**config.mk**
```make
export PLATFORM = sky130hd
export DESIGN_NAME = over_threshold_sum_alarm_detector_flat
export DESIGN_NICKNAME = d
export VERILOG_FILES = /design/src/otsad_pkg.sv /design/src/otsad_in_if.sv /design/src/otsad_out_if.sv /design/src/otsad_acc.sv /design/src/over_threshold_sum_alarm_detector.sv /design/src/flat_wrapper.sv
export VERILOG_INCLUDE_DIRS = /design/src /design/src/src
export SDC_FILE = /design/constraint.sdc
export NUM_CORES = 1
export LEC_CHECK = 0
export ABC_AREA = 1
export BUFFER_PORTS_ARGS = -buffer_cell sky130_fd_sc_hd__buf_2
export CAP_MARGIN = 20
export CORE_ASPECT_RATIO = 2
export CORE_MARGIN = 3
export CORE_UTILIZATION = 28
export CTS_CLUSTER_DIAMETER = 150
export CTS_CLUSTER_SIZE = 20
export DETAILED_ROUTE_END_ITERATION = 10
export HOLD_SLACK_MARGIN = 0.05
export MAX_ROUTING_LAYER = met4
export SLEW_MARGIN = 20
export SYNTH_ARGS = -nofsm -noshare
export SYNTH_HDL_FRONTEND = slang
export SYNTH_HIERARCHICAL = 1
export SYNTH_SLANG_ARGS = --single-unit
```
**constraint.sdc**
```tcl
create_clock -name i_clk -period 13.8 [get_ports i_clk]
set_clock_uncertainty 0.2 [all_clocks]
set_input_delay 0.69 -clock i_clk [delete_from_list [all_inputs] [get_ports i_clk]]
set_output_delay 0.69 -clock i_clk [all_outputs]
set_load 0.01 [all_outputs]
```
**src/assert_macros.svh**
```systemverilog
// Assertion macros used by the otsad_acc module.
`ifndef ASSERT_MACROS_SVH
`define ASSERT_MACROS_SVH

// Same-cycle implication, disabled while reset is asserted.
`define ASSERT_SAME(label, clk, rst_n, ante, cons) \
    label: assert property (@(posedge clk) disable iff (!(rst_n)) (ante) |-> (cons)) \
        else $error("same-cycle check failed");

// Next-cycle implication, disabled while reset is asserted.
`define ASSERT_NEXT(label, clk, rst_n, ante, cons) \
    label: assert property (@(posedge clk) disable iff (!(rst_n)) (ante) |=> (cons)) \
        else $error("next-cycle check failed");

`endif

```
**src/otsad_pkg.sv**
```systemverilog
// Package: widths, limits, register indexes and shared types of the detector.
`default_nettype none

package otsad_pkg;

    localparam int SAMPLE_W = 24;
    localparam int MAG_W    = 24;
    localparam int REG_W    = 23;
    localparam int SUM_W    = 27;
    localparam int CNT_W    = 24;
    localparam int IDX_W    = 2;

    localparam logic [REG_W-1:0] SUM_MINIMUM   = REG_W'(100);
    localparam logic [REG_W-1:0] COUNT_MINIMUM = REG_W'(10);

    typedef enum logic [IDX_W-1:0] {
        REG_TRIGGER   = 2'd0,
        REG_SUM_LIMIT = 2'd1,
        REG_WINDOW    = 2'd2
    } t_reg_idx;

    typedef struct packed {
        logic [REG_W-1:0] trigger_level;
        logic [REG_W-1:0] sum_limit;
        logic [REG_W-1:0] window_limit;
    } t_cfg;

    typedef struct packed {
        logic             alarm_pulse;
        logic             collecting;
        logic             alarm_flag;
        logic [SUM_W-1:0] running_sum;
        logic [CNT_W-1:0] running_count;
        logic [SUM_W-1:0] last_sum;
        logic [CNT_W-1:0] last_count;
    } t_result;

endpackage

`default_nettype wire

```
**src/otsad_in_if.sv**
```systemverilog
// Interface: input sample channel with valid/ready handshake.
`default_nettype none

interface otsad_in_if;
    import otsad_pkg::*;

    logic                       valid;
    logic                       ready;
    logic signed [SAMPLE_W-1:0] sample;
    logic signed [SAMPLE_W-1:0] zero_level;

    modport source (output valid, output sample, output zero_level, input ready);
    modport sink   (input valid, input sample, input zero_level, output ready);
endinterface

`default_nettype wire

```
**src/otsad_out_if.sv**
```systemverilog
// Interface: result channel with valid/ready handshake.
`default_nettype none

interface otsad_out_if;
    import otsad_pkg::*;

    logic             valid;
    logic             ready;
    logic             alarm_pulse;
    logic             collecting;
    logic             alarm_flag;
    logic [SUM_W-1:0] running_sum;
    logic [CNT_W-1:0] running_count;
    logic [SUM_W-1:0] last_sum;
    logic [CNT_W-1:0] last_count;

    modport source (
        output valid, output alarm_pulse, output collecting, output alarm_flag,
        output running_sum, output running_count, output last_sum, output last_count,
        input ready
    );
    modport sink (
        input valid, input alarm_pulse, input collecting, input alarm_flag,
        input running_sum, input running_count, input last_sum, input last_count,
        output ready
    );
endinterface

`default_nettype wire

```
**src/otsad_acc.sv**
```systemverilog
// Collection state, accumulation and alarm decision; the state is the result register.
`default_nettype none
`include "assert_macros.svh"

module otsad_acc (
    input  wire logic                      i_clk,
    input  wire logic                      i_rst_n,
    input  wire logic                      i_step,
    input  wire logic [otsad_pkg::MAG_W-1:0] i_mag,
    input  wire otsad_pkg::t_cfg           i_cfg,
    output otsad_pkg::t_result             o_res
);
    import otsad_pkg::*;

    logic             r_pulse, n_pulse;
    logic             r_collect, n_collect;
    logic             r_alarm, n_alarm;
    logic [SUM_W-1:0] r_sum, n_sum;
    logic [CNT_W-1:0] r_count, n_count;
    logic [SUM_W-1:0] r_saved_sum, n_saved_sum;
    logic [CNT_W-1:0] r_saved_count, n_saved_count;

    logic [MAG_W-1:0] excess;
    logic [MAG_W-1:0] trig_ext;
    logic [SUM_W:0]   sum_add;
    logic [SUM_W-1:0] sum_sat;
    logic [CNT_W-1:0] cnt_inc;
    logic [REG_W-1:0] sum_eff;
    logic [REG_W-1:0] win_eff;
    logic             start;

    assign trig_ext = {1'b0, i_cfg.trigger_level};
    assign excess   = (i_mag > trig_ext) ? (i_mag - trig_ext) : '0;
    assign start    = (excess > trig_ext);
    assign sum_add  = {1'b0, r_sum} + (SUM_W + 1)'(excess);
    assign sum_sat  = sum_add[SUM_W] ? '1 : sum_add[SUM_W-1:0];
    assign cnt_inc  = (r_count != '1) ? (r_count + CNT_W'(1)) : r_count;
    assign sum_eff  = (i_cfg.sum_limit > SUM_MINIMUM) ? i_cfg.sum_limit : SUM_MINIMUM;
    assign win_eff  = (i_cfg.window_limit > COUNT_MINIMUM) ? i_cfg.window_limit : COUNT_MINIMUM;

    always_comb begin
        n_pulse       = 1'b0;
        n_collect     = r_collect;
        n_alarm       = r_alarm;
        n_sum         = r_sum;
        n_count       = r_count;
        n_saved_sum   = r_saved_sum;
        n_saved_count = r_saved_count;
        if (r_collect) begin
            n_count = cnt_inc;
            n_sum   = sum_sat;
            if ((sum_sat > SUM_W'(sum_eff)) && !r_alarm) begin
                n_collect     = 1'b0;
                n_alarm       = 1'b1;
                n_saved_count = cnt_inc;
                n_saved_sum   = sum_sat;
                n_count       = '0;
                n_sum         = '0;
                n_pulse       = 1'b1;
            end else if (cnt_inc > CNT_W'(win_eff)) begin
                n_collect = 1'b0;
                n_alarm   = 1'b0;
            end
        end else if (start) begin
            n_collect     = 1'b1;
            n_alarm       = 1'b0;
            n_saved_count = '0;
            n_saved_sum   = '0;
            n_count       = '0;
            n_sum         = '0;
        end
    end

    always_ff @(posedge i_clk) begin
        if (!i_rst_n) begin
            r_pulse       <= 1'b0;
            r_collect     <= 1'b0;
            r_alarm       <= 1'b0;
            r_sum         <= '0;
            r_count       <= '0;
            r_saved_sum   <= '0;
            r_saved_count <= '0;
        end else if (i_step) begin
            r_pulse       <= n_pulse;
            r_collect     <= n_collect;
            r_alarm       <= n_alarm;
            r_sum         <= n_sum;
            r_count       <= n_count;
            r_saved_sum   <= n_saved_sum;
            r_saved_count <= n_saved_count;
        end
    end

    assign o_res.alarm_pulse   = r_pulse;
    assign o_res.collecting    = r_collect;
    assign o_res.alarm_flag    = r_alarm;
    assign o_res.running_sum   = r_sum;
    assign o_res.running_count = r_count;
    assign o_res.last_sum      = r_saved_sum;
    assign o_res.last_count    = r_saved_count;

    `ASSERT_SAME(a_pulse_ends_collection, i_clk, i_rst_n, r_pulse,
        !r_collect && r_alarm && (r_sum == '0) && (r_count == '0))
    `ASSERT_SAME(a_collect_excludes_alarm, i_clk, i_rst_n, r_collect, !r_alarm)
    `ASSERT_NEXT(a_idle_without_start, i_clk, i_rst_n, i_step && !r_collect && !start,
        !r_collect && !r_pulse)

endmodule

`default_nettype wire

```
**src/over_threshold_sum_alarm_detector.sv**
```systemverilog
// Top level: configuration registers, input stage and result handshake of the detector.
//
//  channel  dir  handshake      payload
//  i_in     in   valid/ready    sample, zero_level (signed 24)
//  o_out    out  valid/ready    alarm_pulse, collecting, alarm_flag, running_sum,
//                               running_count, last_sum, last_count
//  cfg      in   i_cfg_we       i_cfg_idx (2), i_cfg_data (23)
//
// One item per cycle sustained while o_out.ready is high; the result is registered after the input stage.
// The input stage registers the magnitude, the second stage accumulates and holds the result.
// A stalled result holds both stages; the input stage still fills while the result waits.
// Synchronous active-low reset clears valids, configuration registers and collection state.
`default_nettype none

module over_threshold_sum_alarm_detector (
    input  wire logic                          i_clk,
    input  wire logic                          i_rst_n,
    otsad_in_if.sink                           i_in,
    otsad_out_if.source                        o_out,
    input  wire logic                          i_cfg_we,
    input  wire logic [otsad_pkg::IDX_W-1:0]   i_cfg_idx,
    input  wire logic [otsad_pkg::REG_W-1:0]   i_cfg_data
);
    import otsad_pkg::*;

    t_cfg             r_cfg;
    logic             r_in_valid;
    logic [MAG_W-1:0] r_mag;
    logic             r_out_valid;
    logic [SAMPLE_W:0] diff;
    logic [SAMPLE_W:0] diff_abs;
    logic             out_load;
    logic             in_take;
    t_result          res;

    always_ff @(posedge i_clk) begin
        if (!i_rst_n) begin
            r_cfg <= '0;
        end else if (i_cfg_we) begin
            unique case (i_cfg_idx)
                REG_TRIGGER:   r_cfg.trigger_level <= i_cfg_data;
                REG_SUM_LIMIT: r_cfg.sum_limit     <= i_cfg_data;
                REG_WINDOW:    r_cfg.window_limit  <= i_cfg_data;
                default: begin
                end
            endcase
        end
    end

    assign diff     = {i_in.sample[SAMPLE_W-1], i_in.sample}
                    - {i_in.zero_level[SAMPLE_W-1], i_in.zero_level};
    assign diff_abs = diff[SAMPLE_W] ? (~diff + (SAMPLE_W + 1)'(1)) : diff;

    assign out_load   = r_in_valid && (!r_out_valid || o_out.ready);
    assign i_in.ready = !r_in_valid || out_load;
    assign in_take    = i_in.valid && i_in.ready;

    always_ff @(posedge i_clk) begin
        if (!i_rst_n) begin
            r_in_valid  <= 1'b0;
            r_out_valid <= 1'b0;
        end else begin
            if (i_in.ready) begin
                r_in_valid <= i_in.valid;
            end
            if (out_load) begin
                r_out_valid <= 1'b1;
            end else if (o_out.ready) begin
                r_out_valid <= 1'b0;
            end
        end
    end

    always_ff @(posedge i_clk) begin
        if (in_take) begin
            r_mag <= diff_abs[MAG_W-1:0];
        end
    end

    otsad_acc u_acc (
        .i_clk   (i_clk),
        .i_rst_n (i_rst_n),
        .i_step  (out_load),
        .i_mag   (r_mag),
        .i_cfg   (r_cfg),
        .o_res   (res)
    );

    assign o_out.valid         = r_out_valid;
    assign o_out.alarm_pulse   = res.alarm_pulse;
    assign o_out.collecting    = res.collecting;
    assign o_out.alarm_flag    = res.alarm_flag;
    assign o_out.running_sum   = res.running_sum;
    assign o_out.running_count = res.running_count;
    assign o_out.last_sum      = res.last_sum;
    assign o_out.last_count    = res.last_count;

endmodule

`default_nettype wire
```
**src/flat_wrapper.sv**
```systemverilog
// flat-port wrapper written by rule: the top's interface ports become plain ports
module over_threshold_sum_alarm_detector_flat import otsad_pkg::*;
  (i_clk, i_rst_n, i_cfg_we, i_cfg_idx, i_cfg_data, i_in_valid, i_in_sample, i_in_zero_level, i_in_ready, o_out_valid, o_out_alarm_pulse, o_out_collecting, o_out_alarm_flag, o_out_running_sum, o_out_running_count, o_out_last_sum, o_out_last_count, o_out_ready);
  otsad_in_if i_in_i ();
  otsad_out_if o_out_i ();
  input  wire logic i_clk;
  input  wire logic i_rst_n;
  input  wire logic i_cfg_we;
  input  wire logic [otsad_pkg::IDX_W-1:0] i_cfg_idx;
  input  wire logic [otsad_pkg::REG_W-1:0] i_cfg_data;
  input wire logic [$bits(i_in_i.valid)-1:0] i_in_valid;
  input wire logic [$bits(i_in_i.sample)-1:0] i_in_sample;
  input wire logic [$bits(i_in_i.zero_level)-1:0] i_in_zero_level;
  output wire logic [$bits(i_in_i.ready)-1:0] i_in_ready;
  output wire logic [$bits(o_out_i.valid)-1:0] o_out_valid;
  output wire logic [$bits(o_out_i.alarm_pulse)-1:0] o_out_alarm_pulse;
  output wire logic [$bits(o_out_i.collecting)-1:0] o_out_collecting;
  output wire logic [$bits(o_out_i.alarm_flag)-1:0] o_out_alarm_flag;
  output wire logic [$bits(o_out_i.running_sum)-1:0] o_out_running_sum;
  output wire logic [$bits(o_out_i.running_count)-1:0] o_out_running_count;
  output wire logic [$bits(o_out_i.last_sum)-1:0] o_out_last_sum;
  output wire logic [$bits(o_out_i.last_count)-1:0] o_out_last_count;
  input wire logic [$bits(o_out_i.ready)-1:0] o_out_ready;
  assign i_in_i.valid = i_in_valid;
  assign i_in_i.sample = i_in_sample;
  assign i_in_i.zero_level = i_in_zero_level;
  assign i_in_ready = i_in_i.ready;
  assign o_out_valid = o_out_i.valid;
  assign o_out_alarm_pulse = o_out_i.alarm_pulse;
  assign o_out_collecting = o_out_i.collecting;
  assign o_out_alarm_flag = o_out_i.alarm_flag;
  assign o_out_running_sum = o_out_i.running_sum;
  assign o_out_running_count = o_out_i.running_count;
  assign o_out_last_sum = o_out_i.last_sum;
  assign o_out_last_count = o_out_i.last_count;
  assign o_out_i.ready = o_out_ready;
  over_threshold_sum_alarm_detector u_core (.i_clk(i_clk), .i_rst_n(i_rst_n), .i_in(i_in_i), .o_out(o_out_i), .i_cfg_we(i_cfg_we), .i_cfg_idx(i_cfg_idx), .i_cfg_data(i_cfg_data));
endmodule
```
After elaboration in Yosys (flattened, before gate mapping)
Cells that the tools add are included.
Cells by class
  $add $sub $neg: 5
  order comparisons: 6
  eq/ne operators: 5
  multiplexer cells: 28
  bitwise logic cells: 1
  reductions and logical operators: 17
Operator list (number)
  two-way mux 24 bit: 8
  two-way mux 27 bit: 6
  greater-than comparator 24 x 23 -> 1 bit: 3
  adder 24 x 1 -> 24 bit (second input constant): 2
  two-way mux 23 bit: 2
  adder 27 x 24 -> 28 bit: 1
  greater-than comparator 27 x 23 -> 1 bit: 1
  subtractor 24 x 24 -> 25 bit: 1
  != test 24 bit (second input constant): 1
  inverter 24 bit: 1
  subtractor 24 x 23 -> 24 bit: 1
  greater-than comparator 23 x 4 -> 1 bit (second input constant): 1
  greater-than comparator 23 x 7 -> 1 bit (second input constant): 1
  two-way mux 1 bit: 12
  AND reduction 2 bit: 4
  AND reduction 3 bit: 2
  nonzero test 2 bit: 2
  logical AND 1 bit: 3
  logical NOT 1 bit: 3
  != test 3 x 1 -> 1 bit (second input constant): 1
  equality test 2 x 1 -> 1 bit (second input constant): 1
  equality test 2 bit (second input constant): 1
  logical NOT 2 bit: 1
  logical OR 1 bit: 2
  != test 2 x 1 -> 1 bit (second input constant): 1
Storage, ports and cells
  register bits: 200
  bits of input ports: 78
  output and inout bits: 107
  logic and storage cells: 75

Depth between registers and ports, before layout
  depth after elaboration: 8
  depth in mapped cells: 47
  mapped depth without buffers: 43

Hierarchy
The synthesis kept the hierarchy.
By module, submodules not included
  otsad_acc: times used 1, cells each 1543, area an instance 9843.2 sq um, seq. area each 2102.0 sq um
  over_threshold_sum_alarm_detector: times used 1, cells each 899, area an instance 5908.2 sq um, seq. area each 2142.1 sq um

Least setup slack after synthesis
No wires, ideal clock.
  path kind: flip-flop to flip-flop
  start point: register u_core.r_mag[7]
  end point: register u_core.u_acc.r_saved_sum[25]
  data arrival time: 5.860 ns
  required time: 13.536 ns
  slack: 7.676 ns
  stages on the path, launching flop included: 44
  path buffers: 4
  clock period less this slack: 6.124 ns
  path through: edfxtp_1 ha_1 nand2_1 inv_1 a21oi_1 nand2_2 a31oi_1 o21ai_0 a21oi_1 inv_1 a21oi_1 inv_1 a21oi_1 o21bai_1 xnor2_1 nor2_1 ha_1 a21oi_1 [8 not listed] a21oi_1 o21ai_0 nand2_1 o2111ai_1 nand2_1 o2111ai_1 a31o_2 nand2_1 nand4_1 nor2_2 nand2_4 nand2_8 nand2_4 buf_6 buf_6 nand3_1 nand2_1 nor2_1
On the way
  word-level cells in the longest chain between the ends: 8
  elaborated cells on any way between the ends: 13
RTL lines
  start: declaration: RTL line over_threshold_sum_alarm_detector.sv:28  | logic [MAG_W-1:0] r_mag;
  start signal: assignment: RTL line over_threshold_sum_alarm_detector.sv:76  | r_mag <= diff_abs[MAG_W-1:0];
  subtractor 24 x 23 -> 24 bit / greater-than comparator 24 x 23 -> 1 bit (equally long branches): RTL line otsad_acc.sv:33  | assign excess = (i_mag > trig_ext) ? (i_mag - trig_ext) : '0;
  two-way mux 24 bit (*): RTL line otsad_acc.sv:33
  adder 27 x 24 -> 28 bit: RTL line otsad_acc.sv:35  | assign sum_add = {1'b0, r_sum} + (SUM_W + 1)'(excess);
  two-way mux 27 bit: RTL line otsad_acc.sv:36  | assign sum_sat = sum_add[SUM_W] ? '1 : sum_add[SUM_W-1:0];
  greater-than comparator 27 x 23 -> 1 bit: RTL line otsad_acc.sv:52  | if ((sum_sat > SUM_W'(sum_eff)) && !r_alarm) begin
  logical AND 1 bit: RTL line otsad_acc.sv:52
  != test 2 x 1 -> 1 bit (no source line)
  AND reduction 3 bit (no source line)
  end signal: assignment: RTL line otsad_acc.sv:89  | r_saved_sum <= n_saved_sum;
  end: declaration: RTL line otsad_acc.sv:20  | logic [SUM_W-1:0] r_saved_sum, n_saved_sum;
Mark *: on every way between the ends. The rest lies on a longest branch, timed or not. The select of a mux whose other input is x is not followed.
A chain may end at the register's enable or synchronous reset.

Final worst setup path
  start point: register u_core.r_mag[0]
  end point: register u_core.u_acc.r_count[5]
On the way
  word-level cells in the longest chain between the ends: 8
  elaborated cells on any way between the ends: 12
RTL lines
  subtractor 24 x 23 -> 24 bit / greater-than comparator 24 x 23 -> 1 bit (equally long branches): RTL line otsad_acc.sv:33
  two-way mux 24 bit (*): RTL line otsad_acc.sv:33
  adder 27 x 24 -> 28 bit: RTL line otsad_acc.sv:35
  two-way mux 27 bit: RTL line otsad_acc.sv:36
  greater-than comparator 27 x 23 -> 1 bit: RTL line otsad_acc.sv:52
  logical AND 1 bit: RTL line otsad_acc.sv:52
  two-way mux 24 bit: RTL line otsad_acc.sv:52
  two-way mux 24 bit: RTL line otsad_acc.sv:49  | if (r_collect) begin
  end signal: assignment: RTL line otsad_acc.sv:88  | r_count <= n_count;
  end: declaration: RTL line otsad_acc.sv:19  | logic [CNT_W-1:0] r_count, n_count;
Mark *: on every way between the ends. The rest lies on a longest branch, timed or not.

==> impl_metrics.toml <==
[run_status]
outcome = "finished clean"

[drt]
drt_iter0_markers = 1073
first_pass_iters = 7
drc = 0
postRouteAntennaNets = 0
postRouteWirelength_mm = 56.5
wl_per_cell_um = 17.0
vias = 16122
vias_per_cell = 4.84

[timing]
hold_viol = 0
tightest_slew_ps = 943
fin_setup_tns_ps = 0
worst_slack_ps = 5750
rsz0062_at_grt = "no"
setup_viol = 0
slew_headroom_pct = 35.5
finalCritPeriodShare_pct = 58.3
maxSlewViolCount = 0
period_needed_ps = 8050
max_freq_mhz = 124

[clock_tree]
ctsHoldBuffers = 0
cts_buffers = 17
cts.sinks = 200
cts_root_buffer = "clkbuf_16"
h-tree-depth = 4
insertion_delay_ps = 460
cts_tree = "built"
cts_post_setup_buffers_inserted = 0
cts_resized = 0
path_clk_slew_ps = 80
clockBufferDepth = 2

[setup_path]
end_kind = "flip-flop"
critPathSlowestCell = "and2_1"
critical_path_arrival_ps = 8230
path_max_fanout = 46
startpoint_type = "flip-flop"
cp_slowest_stage_delay_ps = 640
crit_type = "flip-flop to flip-flop"
crit_required_ps = 13980

[die]
die_h_um = 341
die_w_um = 174
start_util_pct = 28.3
fp.dieArea_mm2 = 0.0593
core_mm2 = 0.0556
ioPinCount = 185
row_count = 122

[global_route]
antenna_found_initial = 1
grt_usage_pct = 19.1
grt_max_degree = 94
grt_pass1_wl_mm = 86.4
first_global_vias = 15485
grt_remaining_overflow = 0

[final_layout]
layout_common_cells = "nand2_1 (526), nor2_1 (404), inv_1 (304)"
ff_latch_area_mm2 = 0.00425
drive_gt1_share_pct = 12.2
multiInputGateArea_mm2 = 0.00991
final_nets = 2790
fillers = 6295
area_growth_pct = 13.2
final_common_cell = "nand2_1"

[synthesis]
synth_nets = 2662
syn_area_per_cell_um2 = 6.45
synth_area_mm2 = 0.0158
yosysSeqAreaShare_pct = 26.9
synth_cell_type_count = 60
yosysTopAreaCellShare_pct = 22.4
synth_area_leaders = "dfxtp_1 (22%), nand2_1 (13%), ha_1 (11%)"
synthArstFlopShare_pct = 0
ys_warn_count = 6
netlist_instances = 2442
yosysTopAreaCell = "dfxtp_1"
ys.flop_type = "dfxtp_1"
synth-edff-count = 24
ys_ff_latch = 200

[placement]
dpl_worst_slack_ps = 5800
place_congestion = 0.953
portBuffers = 184
dp_hpwl_mm = 46.7

[pwr]
vdd_drop_max_mv = 0.0919
powerDensity_mw_per_mm2 = 152
p_leak_uw = 0.00861

[worst_hold_path]
hp-class = "flip-flop to flip-flop"

[job]
cap_viol_max_count = 0
[worst max-delay path, delay by kind of cell (launching register included)]
kind | cells | cell delay [ps]
xor gates and xnor gates | 1 | 130
adders and majority gates | 4 | 1050
buffers and inverters | 6 | 900
and+or+nand+nor | 17 | 2730
AOI/OAI and AO/OA | 15 | 2530
DFF | 1 | 390
[cell usage after synthesis, types with 23 or more instances]
master,count
nor2_1,405
nand3_1,182
o21ai_0,152
inv_1,304
xnor2_1,23
edfxtp_1,24
dfxtp_1,176
xor2_1,34
clkbuf_1,39
a21oi_1,159
nand2_2,26
ha_1,139
nand4_1,31
nand2_1,526
[power breakdown]
group          switching (uW)  internal (uW)  leakage [uW]
Sequential               64.0            670       0.00168
Clock                     265            263      0.000297
Combinational             969            484       0.00664
Total                    1300           1420       0.00861
[logic make-up (layout without fill, tap and decap cells)]
kind of cell,after synthesis,count (layout),synth area share [%]
AND/OR/NAND/NOR,1267,1267,34.8
AO/OA/AOI/OAI,383,383,13.4
other,0,1,0
buffers and inverters,392,533,10.2
adder cells (fa/ha/maj),142,142,11.4
XOR/XNOR,58,58,3.27
flip-flops,200,200,26.9
[flip-flops by register name, indices dropped and copies added (netlist names)]
register,cells
u_core/u_acc/r_sum,27
u_core/u_acc/r_collect,1
u_core/u_acc/r_count,24
u_core/o_out.valid,1
u_core/u_acc/r_saved_count,24
u_core/r_in_valid,1
u_core/u_acc/r_pulse,1
u_core/r_cfg,69
u_core/u_acc/r_alarm,1
u_core/r_mag,24
u_core/u_acc/r_saved_sum,27
[per-layer routing]
layer	track usage (%)	wire, um	vias up
met3	2.03	2010	166
li1	-	-	8189
met1	17.8	19600	7269
met4	11.9	3940	0
met2	36.9	31000	498
met5	-	0	-
[per-stage QoR]
step                hold slack, ps  cell area (um2)  cells  total power, uW  utilization (%)
global placement               243            17200   3295             2200             31.0
CTS                            270            17800   3327             2740             32.1
global route                   284            17800   3328             2930             32.1
floorplan                      245            15800   2442             1760                -
finish                         262            17800   3328             2720             32.1
detailed placement             251            17200   3295             2200             31.0
[worst paths after layout]
path | from | endpoint | slack, ps | cells after the start
max reg2reg | u_core/r_mag[0]$_DFFE_PP_ | u_core/u_acc/r_count[5]$_SDFFE_PN0P_ | 5750 | 43
min | u_core/u_acc/r_saved_count[13]$_SDFFE_PN0P_ | u_core/u_acc/r_saved_count[13]$_SDFFE_PN0P_ | 260 | 2
max | u_core/r_mag[0]$_DFFE_PP_ | u_core/u_acc/r_count[5]$_SDFFE_PN0P_ | 5750 | 43
min reg2reg | u_core/u_acc/r_saved_count[13]$_SDFFE_PN0P_ | u_core/u_acc/r_saved_count[13]$_SDFFE_PN0P_ | 260 | 2
[final cells by class]
cell class | instances | share of cell area [%]
Antenna cell | 1 | 0.0140
Clock buffer | 18 | 2.46
Clock inverter | 14 | 0.884
Inverter | 311 | 6.59
Multi-Input combinational cell | 1850 | 55.6
Sequential cell | 200 | 23.8
Tap cell | 744 | 5.22
Timing Repair Buffer | 190 | 5.43
No activity file was read; power rests on OpenSTA's default activity.
